<file path="config.mk">
export PLATFORM = sky130hd
export DESIGN_NAME = fcpb_csr
export DESIGN_NICKNAME = d
export VERILOG_FILES = /design/src/design/fcpb_pkg.sv /design/src/design/fcpb_csr.sv
export VERILOG_INCLUDE_DIRS = /design/src /design/src/design
export SDC_FILE = /design/constraint.sdc
export NUM_CORES = 1
export LEC_CHECK = 0
export ABC_CLOCK_PERIOD_IN_PS = 2850
export BUFFER_PORTS_ARGS = -buffer_cell sky130_fd_sc_hd__buf_4
export CAP_MARGIN = 15
export CORE_AREA = 2 2 256 258
export CTS_BUF_LIST = sky130_fd_sc_hd__clkbuf_2
export DETAILED_ROUTE_END_ITERATION = 8
export DIE_AREA = 0 0 258 260
export GPL_TIMING_DRIVEN = 0
export SETUP_SLACK_MARGIN = 0.3
export SLEW_MARGIN = 0
export SYNTH_ARGS = -nofsm -noshare
export SYNTH_HDL_FRONTEND = slang
export SYNTH_SLANG_ARGS = --single-unit
</file>
<file path="constraint.sdc">
create_clock -name clock -period 2.85 [get_ports clock]
set_input_delay 0.4275 -clock clock [delete_from_list [all_inputs] [get_ports clock]]
set_output_delay 0.4275 -clock clock [all_outputs]
set_load 0.05 [all_outputs]
</file>
<file path="src/design/assert_macros.svh">
// ----------------------------------------------------------------------------
// assert_macros.svh
// Shared concurrent assertion macros.
// ----------------------------------------------------------------------------
`ifndef ASSERT_MACROS_SVH
`define ASSERT_MACROS_SVH

// Checked on every rising clock edge, muted while reset is high.
`define FCPB_ASSERT(lbl, clk, rst, prop, msg) \
   lbl: assert property (@(posedge clk) disable iff (rst) prop) else $error(msg);

// Checked on every rising clock edge, reset included.
`define FCPB_ASSERT_ALWAYS(lbl, clk, prop, msg) \
   lbl: assert property (@(posedge clk) prop) else $error(msg);

`endif

</file>
<file path="src/design/fcpb_pkg.sv">
`timescale 1ns / 1ps
// ----------------------------------------------------------------------------
// fcpb_pkg
// Shared types and constants of the frustum cull block.
// ----------------------------------------------------------------------------
package fcpb_pkg;

   localparam int COORD_WIDTH_DEF = 32;
   localparam int FRAC_BITS_DEF   = 16;

   localparam int NUM_PLANES = 6;
   localparam int NUM_ROWS   = 4;
   localparam int NUM_REGS   = 8;
   localparam int WORD_W     = 32;

   localparam int CSR_DATA_W = 64;
   localparam int CSR_ADDR_W = 6;
   localparam int REG_IDX_W  = 3;
   localparam int ADDR_LSB   = 3;

   typedef logic [CSR_DATA_W-1:0] csr_word_type;

   typedef enum logic [REG_IDX_W-1:0] {
      REG_ROW1_COLS12 = 3'd0,
      REG_ROW1_COLS34 = 3'd1,
      REG_ROW2_COLS12 = 3'd2,
      REG_ROW2_COLS34 = 3'd3,
      REG_ROW3_COLS12 = 3'd4,
      REG_ROW3_COLS34 = 3'd5,
      REG_ROW4_COLS12 = 3'd6,
      REG_ROW4_COLS34 = 3'd7
   } fcpb_reg_type;

   // Flags that ride along with each request through the cell row.
   typedef struct packed {
      logic func;     // 0 point test, 1 cube test
      logic culled;   // some earlier plane already rejected it
   } fcpb_flags_type;

   // Identity matrix in Q16.16.
   function automatic csr_word_type csr_reset_value(input fcpb_reg_type idx);
      csr_word_type v;
      v = '0;
      case (idx)
         REG_ROW1_COLS12: v = 64'h0000_0000_0001_0000;
         REG_ROW2_COLS12: v = 64'h0001_0000_0000_0000;
         REG_ROW3_COLS34: v = 64'h0000_0000_0001_0000;
         REG_ROW4_COLS34: v = 64'h0001_0000_0000_0000;
         default:         v = '0;
      endcase
      return v;
   endfunction

endpackage

</file>
<file path="src/design/fcpb_csr.sv">
`timescale 1ns / 1ps
// ----------------------------------------------------------------------------
// fcpb_csr
// APB register file holding the view-projection matrix.
// ----------------------------------------------------------------------------
`include "assert_macros.svh"

module fcpb_csr (
   input  logic                            clock,
   input  logic                            reset,
   input  logic                            csr_psel,
   input  logic                            csr_penable,
   input  logic                            csr_pwrite,
   input  logic [fcpb_pkg::CSR_ADDR_W-1:0] csr_paddr,
   input  logic [fcpb_pkg::CSR_DATA_W-1:0] csr_pwdata,
   output logic [fcpb_pkg::CSR_DATA_W-1:0] csr_prdata,
   output logic                            csr_pready,
   output fcpb_pkg::csr_word_type          matrix [fcpb_pkg::NUM_REGS]
);
   import fcpb_pkg::*;

   csr_word_type           regs_ff [NUM_REGS];
   logic                   wr_en;
   logic [REG_IDX_W-1:0]   idx;

   assign idx        = csr_paddr[CSR_ADDR_W-1:ADDR_LSB];
   assign wr_en      = csr_psel && csr_penable && csr_pwrite;
   assign csr_pready = 1'b1;
   assign csr_prdata = regs_ff[idx];

   always_ff @(posedge clock) begin
      if (reset) begin
         for (int i = 0; i < NUM_REGS; i++) begin
            regs_ff[i] <= csr_reset_value(fcpb_reg_type'(REG_IDX_W'(i)));
         end
      end else if (wr_en) begin
         regs_ff[idx] <= csr_pwdata;
      end
   end

   always_comb begin
      for (int i = 0; i < NUM_REGS; i++) begin
         matrix[i] = regs_ff[i];
      end
   end

   `FCPB_ASSERT(a_write_lands, clock, reset, wr_en |=> (regs_ff[$past(idx)] == $past(csr_pwdata)), "csr write lost")
   `FCPB_ASSERT(a_reset_identity, clock, reset, $past(reset) |-> (regs_ff[REG_ROW1_COLS12] == csr_reset_value(REG_ROW1_COLS12)) && (regs_ff[REG_ROW4_COLS34] == csr_reset_value(REG_ROW4_COLS34)), "csr reset value wrong")
   `FCPB_ASSERT(a_hold_no_write, clock, reset, (!wr_en && !reset) |=> $stable(regs_ff[0]) && $stable(regs_ff[7]), "csr changed without write")

endmodule

</file>
==> impl_metrics.json, run 1 <==
{
  "status": "finished, violations left",
  "violations": "negative setup slack",
  "fp.dieW_um": 258,
  "finalHoldViolations": 0,
  "io_buffers": 645,
  "cts_sinks": 512,
  "rsz0062_at_grt": "yes",
  "critPathArrivalTime_ns": 2.68,
  "grtUsageTotal": 0.277,
  "ys_seq_area_frac": 0.674,
  "muxShareOfSynthArea": 0.145,
  "synth-compound-area-share": 0.00104,
  "cts_max_path_buffers": 3,
  "yosysWarnings": 0,
  "synth_top_area_share": 0.674,
  "crit_chain": "buf_4 -> buf_2 -> clkbuf_1 -> mux4_2 -> mux2_4 -> buf_6",
  "ios": 652,
  "synth_top_family_by_area": "simple AND/OR/NAND/NOR gates",
  "avgViaCountPerCell": 4.99,
  "antenna_found_initial": 5,
  "synth-simple-area-share": 0.159,
  "drc_errors": 0,
  "globalplace.congestion": 0.891,
  "cts_root_buffer": "clkbuf_2",
  "syn_nets": 1463,
  "slew_violations": 0,
  "ys_top_cells_by_area": "edfxtp_1 (67%), and2_1 (14%), mux4_2 (13%)",
  "relSlewSlack": 0.155,
  "setup_viol": 63,
  "die_h_um": 260,
  "rows": 93,
  "syn_to_final_growth_pct": 55.5,
  "whs_ns": 0.151,
  "num_vias": 17600,
  "place_hpwl_um": 64300,
  "layout_setup_ws_ns": -0.262,
  "drive_above_1_share": 0.520,
  "hold_depth": 5,
  "max_cap_viol_count": 0,
  "finalCritPeriodShare": 1.09,
  "post-route-min-period_ns": 3.11,
  "post-place-ws_ns": -0.518,
  "grt_max_degree": 47,
  "first_iter_violations": 1345,
  "critPathMaxFanout": 10,
  "tightest_slew_ns": 1.27,
  "grt-ovfl-total": 0,
  "startpoint_type": "input pin",
  "max_freq_mhz": 321,
  "vdd_drop_max_mv": 0.358,
  "dieArea_um2": 67100,
  "endpoint_kind": "output port",
  "critPathSlowestCell": "clkbuf_1",
  "synth_area_um2": 22800,
  "crit_family": "buffers and inverters",
  "start_util": 0.356,
  "cts-htree-levels": 4,
  "grt_pass1_vias": 18500,
  "ant_nets": 0,
  "wire_per_inst_um": 27.2,
  "finalSetupTns_ns": -8.78,
  "synth_seq_cells": 512,
  "cts_tree": "yes",
  "synth_xor_area_frac": 0,
  "cts_buffers": 138,
  "powerDensity_nw_per_um2": 538,
  "reg_top3": "regs_ff x512",
  "synth_area_leader_cell": "edfxtp_1",
  "hold_class": "input pin to flip-flop",
  "max_stage_delay_ns": 0.96,
  "drt_first_pass_iters": 5,
  "final_util": 0.554,
  "avgSynthCellArea_um2": 16.4,
  "core_area_um2": 64100,
  "postSynthCellCount": 1388,
  "min_from": "csr_psel",
  "synth_fa_ha_area_frac": 0,
  "leakage_uw": 0.0146,
  "whs_endpoint": "regs_ff[2][48]",
  "clk_pin_slew_ns": 0.09,
  "grt_pass1_wl_um": 131000,
  "crit_required_ns": 2.42,
  "nNetsFinal": 2663,
  "worstPathBufferInverterCount": 4,
  "critPathKind": "input pin to output port",
  "top_register": "regs_ff",
  "totalWireLength_um": 95900,
  "largest_reg_flops": 512,
  "yosysUniqueCellTypes": 26
}
[report_power, final]
part           leakage [uW]  switching, uW  internal [uW]
Sequential          0.00487            249           8680
Combinational       0.00882           3140           1900
Clock              0.000912           3150           1970
Total                0.0146           6540          12500
[per-layer routing]
metal / global-route usage / vias to the layer above / wire length [um]
met1: 0.325 / 8984 / 36300
li1: - / 7581 / -
met2: 0.473 / 899 / 48700
met5: 0 / - / 11
met4: 0.108 / 2 / 2880
met3: 0.0875 / 158 / 8110
[metrics by stage]
step | area [um^2] | std cells | power [uW]
6_report | 35500 | 3533 | 19100
3_3_place_gp | 28700 | 2888 | 13200
2_1_floorplan | 22800 | 1388 | 11600
4_1_cts | 34400 | 3444 | 19000
5_1_grt | 35500 | 3533 | 19700
3_5_place_dp | 29000 | 2898 | 13200
[kinds of logic (layout without fill, tap and decap cells)]
family	after synthesis	in the layout
and+or+nand+nor	606	608
DFF	512	512
muxes	167	167
buffers and inverters	99	1384
AOI/OAI and AO/OA	3	3
other	1	4
[worst max-delay path by stage]
stage | from | cells after the start | end
finish | csr_paddr[5] | 6 | csr_prdata[25]
global route | regs_ff[7][0] | 3 | csr_prdata[0]
CTS | regs_ff[6][55] | 3 | csr_prdata[55]
detailed placement | csr_paddr[5] | 7 | csr_prdata[50]
global placement | reset | 5 | regs_ff[0][45]
floorplan | csr_paddr[3] | 5 | regs_ff[1][0]
[placed cells by master (no fill, tap or decap), types with 4 or more instances in the layout]
cell type | Yosys | layout
buf_4 | 6 | 598
edfxtp_1 | 512 | 512
and2_1 | 508 | 508
clkbuf_2 | 8 | 215
buf_6 | 8 | 212
dlygate4sd3_1 | 0 | 137
mux4_2 | 127 | 127
buf_8 | 0 | 97
clkbuf_1 | 64 | 61
nand2_2 | 0 | 40
nand2_1 | 74 | 31
mux2_4 | 0 | 26
buf_12 | 0 | 20
clkinv_1 | 1 | 15
mux2_2 | 39 | 13
buf_2 | 10 | 10
or2_4 | 0 | 8
buf_16 | 0 | 8
nand2b_1 | 5 | 5
nor3_1 | 4 | 4
[area by class of cell]
type | instances | area, um^2
Fill cell | 5294 | 28600
Sequential cell | 512 | 15400
Buffer | 97 | 473
Clock buffer | 204 | 1020
Clock inverter | 23 | 125
Antenna cell | 3 | 7.51
Timing Repair Buffer | 1058 | 10200
Inverter | 2 | 7.51
Multi-Input combinational cell | 779 | 7220
Tap cell | 855 | 1070
[synthesized netlist by cell type]
library cell  instances
nor2_1                1
inv_1                 1
mux4_2              127
clkbuf_1             64
buf_2                10
nand2b_1              5
nand2_1              74
nand3b_1              1
o32a_1                1
nor4b_2               2
buf_6                 8
mux2i_1               1
a31o_2                1
nor4_1                2
nor3_1                4
mux2_2               39
or2_2                 8
conb_1                1
and2_1              508
edfxtp_1            512
a21oi_1               1
clkbuf_2              8
buf_4                 6
buf_1                 1
clkinv_1              1
nand4b_4              1
[repair_timing]
action | CTS | global route
gates cloned | 0 | 2
setup endpoints to repair | 75 | 150
hold buffers | 137 | 0
pin swaps | 10 | 6
buffers inserted | 182 | 84
endpoints found under the hold margin | 744 | 0
gates resized for setup | 396 | 126
Note: power is estimated with default switching activity, not from simulation.
==> inputs of run 2 (changes only) <==
- CORE_AREA: 2 2 256 258 -> 5 5 252 254
- DIE_AREA: 0 0 258 260 -> 0 0 257 259
==> impl_metrics.json, run 2 (same netlist as run 1, synthesis figures left out) <==
{
  "powerDensity_nw_per_um2": 538,
  "top_register": "regs_ff",
  "drc_errors": 0,
  "worstPathBufferInverterCount": 1,
  "critPathKind": "flip-flop to output port",
  "die_h_um": 259,
  "grt_max_degree": 44,
  "critPathMaxFanout": 2,
  "drive_above_1_share": 0.514,
  "grt-ovfl-total": 0,
  "crit_family": "multiplexers",
  "crit_chain": "mux4_2 -> mux2_4 -> buf_6",
  "max_stage_delay_ns": 0.52,
  "num_vias": 17800,
  "rows": 91,
  "cts_root_buffer": "clkbuf_2",
  "seqCellArea_um2": 15400,
  "avgViaCountPerCell": 5.12,
  "slew_violations": 0,
  "finalInstanceArea_um2": 36300,
  "critPathSlowestCell": "mux4_2",
  "post-route-min-period_ns": 3.11,
  "cts_max_path_buffers": 3,
  "cts_tree": "yes",
  "grtUsageTotal": 0.282,
  "dieArea_um2": 66600,
  "fin_total_pwr_uw": 19500,
  "cts_sinks": 512,
  "gr-max-usage-layer": "met2",
  "leakage_uw": 0.0149,
  "grt.met2_usage": 0.482,
  "hold_class": "input pin to flip-flop",
  "globalplace.congestion": 0.859,
  "max_freq_mhz": 321,
  "status": "finished, violations left",
  "finalHoldViolations": 0,
  "placedInstanceArea_um2": 28900,
  "endpoint_kind": "output port",
  "nNetsFinal": 2657,
  "grt_util_met1": 0.340,
  "io_buffers": 645,
  "ant_nets": 0,
  "relSlewSlack": 0.185,
  "totalWireLength_um": 99500,
  "met3_usage": 0.0965,
  "grt_pass1_wl_um": 134000,
  "start_util": 0.374,
  "max_cap_viol_count": 0,
  "wire_per_inst_um": 28.6,
  "antenna_found_initial": 6,
  "tightest_slew_ns": 1.22,
  "core_area_um2": 61000,
  "fillCellCount": 4788,
  "critPathArrivalTime_ns": 2.69,
  "cts-htree-levels": 4,
  "most-common-layout-cells": "edfxtp_1 (512), and2_1 (508), buf_4 (450)",
  "place_hpwl_um": 65200,
  "drt_first_pass_iters": 5,
  "ios": 652,
  "final_util": 0.595,
  "first_iter_violations": 1283,
  "violations": "negative setup slack",
  "clk_pin_slew_ns": 0.11,
  "startpoint_type": "flip-flop",
  "layout_commonest_cell": "edfxtp_1",
  "setup_viol": 64,
  "cts_buffers": 139,
  "reg_top3": "regs_ff x512",
  "syn_to_final_growth_pct": 59.1,
  "grt_pass1_vias": 18600,
  "finalCritPeriodShare": 1.09,
  "fp.dieW_um": 257,
  "largest_reg_flops": 512,
  "multiInputGateArea_um2": 7180,
  "crit_required_ns": 2.42,
  "rsz0062_at_grt": "yes",
  "layout_setup_ws_ns": -0.265,
  "vdd_drop_max_mv": 0.331
}
-- run 2: power by group --
group,switching [uW],internal [uW]
Sequential,270,8680
Combinational,3180,2010
Clock,3250,2140
Total,6690,12800
-- run 2: layout make-up --
cell class	instances	share of cell area
tap	790	0.0272
timing repair buffer	1049	0.303
buffer	97	0.0131
inverter	2	0.000207
sequential	512	0.424
clock inverter	45	0.00762
antenna	6	0.000414
clock buffer	196	0.0270
multi-input combinational	781	0.198
-- run 2: final timing paths --
| path | start | end | slack, ns | depth (start not counted) |
|---|---|---|---|---|
| worst min-delay path | csr_paddr[5] | regs_ff[0][16] | 0.17 | 5 |
| worst max-delay path | regs_ff[7][55] | csr_prdata[55] | -0.26 | 3 |
-- run 2: repair_timing --
item,CTS,global route
hold buffers,136,0
resized for setup,438,310
pin swaps,9,9
cloned,0,4
buffers inserted,180,79
endpoints found under the setup margin,153,386
endpoints found under the hold margin,737,0
-- run 2: per-layer routing --
| layer | vias up | wire length, um |
|---|---|---|
| met3 | 164 | 8530 |
| li1 | 7596 | - |
| met5 | - | 20 |
| met4 | 4 | 2900 |
| met1 | 9133 | 37900 |
| met2 | 911 | 50100 |
-- run 2: metrics by stage --
stage | std cells | setup WS, ns | hold slack, ns | TNS, ns
2_1_floorplan | 1388 | 0.423 | 0.605 | 0
3_3_place_gp | 2823 | -1.12 | 0.743 | -541.42
3_5_place_dp | 2832 | -0.701 | 0.746 | -49.67
4_1_cts | 3389 | -0.455 | 0.0116 | -22.52
5_1_grt | 3475 | -0.433 | 0.0676 | -21.19
6_report | 3478 | -0.265 | 0.168 | -10.48
==> inputs of run 3 (changes only) <==
- CELL_PAD_IN_SITES_DETAIL_PLACEMENT: unset -> 1
- CELL_PAD_IN_SITES_GLOBAL_PLACEMENT: unset -> 2
- CORE_AREA: 5 5 252 254 -> unset
- CORE_MARGIN: unset -> 5
- CORE_UTILIZATION: unset -> 37
- DIE_AREA: 0 0 257 259 -> unset
- PLACE_DENSITY_LB_ADDON: unset -> 0.1
==> impl_metrics.json, run 3 (same netlist as run 1, synthesis figures left out) <==
{
  "status": "finished, violations left",
  "violations": "negative setup slack",
  "core_area_um2": 61400,
  "die_h_um": 258,
  "cts_sinks": 512,
  "rsz0062_at_grt": "yes",
  "drive_above_1_share": 0.504,
  "leakage_uw": 0.0147,
  "dieArea_um2": 66700,
  "critPathSlowestCell": "mux4_2",
  "drc_errors": 0,
  "endpoint_kind": "output port",
  "reg_top3": "regs_ff x512",
  "finalHoldViolations": 0,
  "crit_required_ns": 2.42,
  "cts_buffers": 144,
  "max_cap_viol_count": 0,
  "fillCellCount": 5977,
  "totalWireLength_um": 104000,
  "crit_family": "multiplexers",
  "crit_chain": "mux4_2 -> mux2_4 -> buf_6",
  "grt_pass1_wl_um": 141000,
  "slew_violations": 0,
  "most-common-layout-cells": "edfxtp_1 (512), and2_1 (508), buf_4 (487)",
  "grt_max_degree": 43,
  "worstPathBufferInverterCount": 1,
  "max_stage_delay_ns": 0.51,
  "num_vias": 17900,
  "fin_total_pwr_uw": 19700,
  "max_freq_mhz": 323,
  "clk_pin_slew_ns": 0.12,
  "io_buffers": 645,
  "largest_reg_flops": 512,
  "finalCritPeriodShare": 1.09,
  "critPathArrivalTime_ns": 2.67,
  "critPathKind": "flip-flop to output port",
  "globalplace.congestion": 0.842,
  "layout_setup_ws_ns": -0.244,
  "post-route-min-period_ns": 3.09,
  "powerDensity_nw_per_um2": 549,
  "top_register": "regs_ff",
  "place_hpwl_um": 68400,
  "wire_per_inst_um": 30.1,
  "nNetsFinal": 2642,
  "hold_class": "input pin to flip-flop",
  "relSlewSlack": 0.223,
  "first_iter_violations": 1186,
  "startpoint_type": "flip-flop",
  "post-place-ws_ns": -0.462,
  "grt-ovfl-total": 0,
  "ios": 652,
  "fp.dieW_um": 258,
  "grtUsageTotal": 0.297,
  "ant_nets": 0,
  "cts_root_buffer": "clkbuf_2",
  "grt_pass1_vias": 19100,
  "critPathMaxFanout": 2,
  "antenna_found_initial": 6,
  "start_util": 0.372,
  "cts_max_path_buffers": 3,
  "tightest_slew_ns": 1.17,
  "setup_viol": 63,
  "vdd_drop_max_mv": 0.382,
  "drt_first_pass_iters": 5,
  "avgViaCountPerCell": 5.16,
  "layout_commonest_cell": "edfxtp_1",
  "syn_to_final_growth_pct": 57.3,
  "cts_tree": "yes",
  "cts-htree-levels": 4,
  "rows": 91
}
[run 3: cell count changes in the layout (fill, tap and decap cells not counted), sizes merged, moves of 3 or more]
cell         delta
diode           -3
clkinv          +4
buf            -26
dlygate4sd3     +4
clkbuf          +9
[run 3: repair_timing]
| item | in CTS | in global routing |
|---|---|---|
| pin swaps | 7 | 10 |
| resized for setup | 426 | 225 |
| hold buffers | 140 | 0 |
| setup buffers | 157 | 76 |
| endpoints found under the setup margin | 77 | 275 |
| cloned | 0 | 4 |
| hold endpoints to repair | 765 | 0 |
[run 3: worst min-delay path, delay by kind of cell]
family,cells,cell delay (ns)
buffers and inverters,2,0.78
AND/OR/NAND/NOR,1,0.12
[run 3: worst paths after layout]
kind / end / slack, ns / cells past startpoint / from
hold / removal: regs_ff[1][0] / 0.16 / 3 / csr_pwdata[0]
setup / recovery: csr_prdata[28] / -0.24 / 3 / regs_ff[7][28]
[run 3: stage by stage]
stage          cell area (um^2)  hold WS (ns)  TNS, ns  std cells   util
2_1_floorplan             22800         0.605        0       1388      -
3_3_place_gp              28700         0.741  -557.81       2823  0.467
3_5_place_dp              28900         0.750   -40.43       2833  0.472
4_1_cts                   34400      0.000758   -19.42       3383  0.561
5_1_grt                   35900        0.0223   -20.27       3467  0.585
6_report                  35900         0.160    -8.82       3467  0.585
[run 3: final cells by class]
class / instances / area [um^2] / share of cell area
Tap cell: 790 / 988 / 0.0275
Antenna cell: 3 / 7.51 / 0.000209
Buffer: 97 / 473 / 0.0132
Timing Repair Buffer: 1029 / 10600 / 0.294
Multi-Input combinational cell: 781 / 7180 / 0.200
Clock inverter: 50 / 307 / 0.00854
Sequential cell: 512 / 15400 / 0.428
Inverter: 2 / 7.51 / 0.000209
Clock buffer: 203 / 1020 / 0.0283
[run 3: where the power goes]
part | internal (uW) | switching, uW
sequential | 8680 | 256
combinational | 1950 | 3210
clock | 2280 | 3330
total | 12900 | 6800
[run 3: layer usage]
metal | part of all wire | GRT usage | vias up
li1 | - | - | 7561
met1 | 0.37 | 0.351 | 9321
met2 | 0.50 | 0.502 | 819
met3 | 0.092 | 0.108 | 183
met4 | 0.035 | 0.109 | 4
met5 | 0.00024 | 0 | -
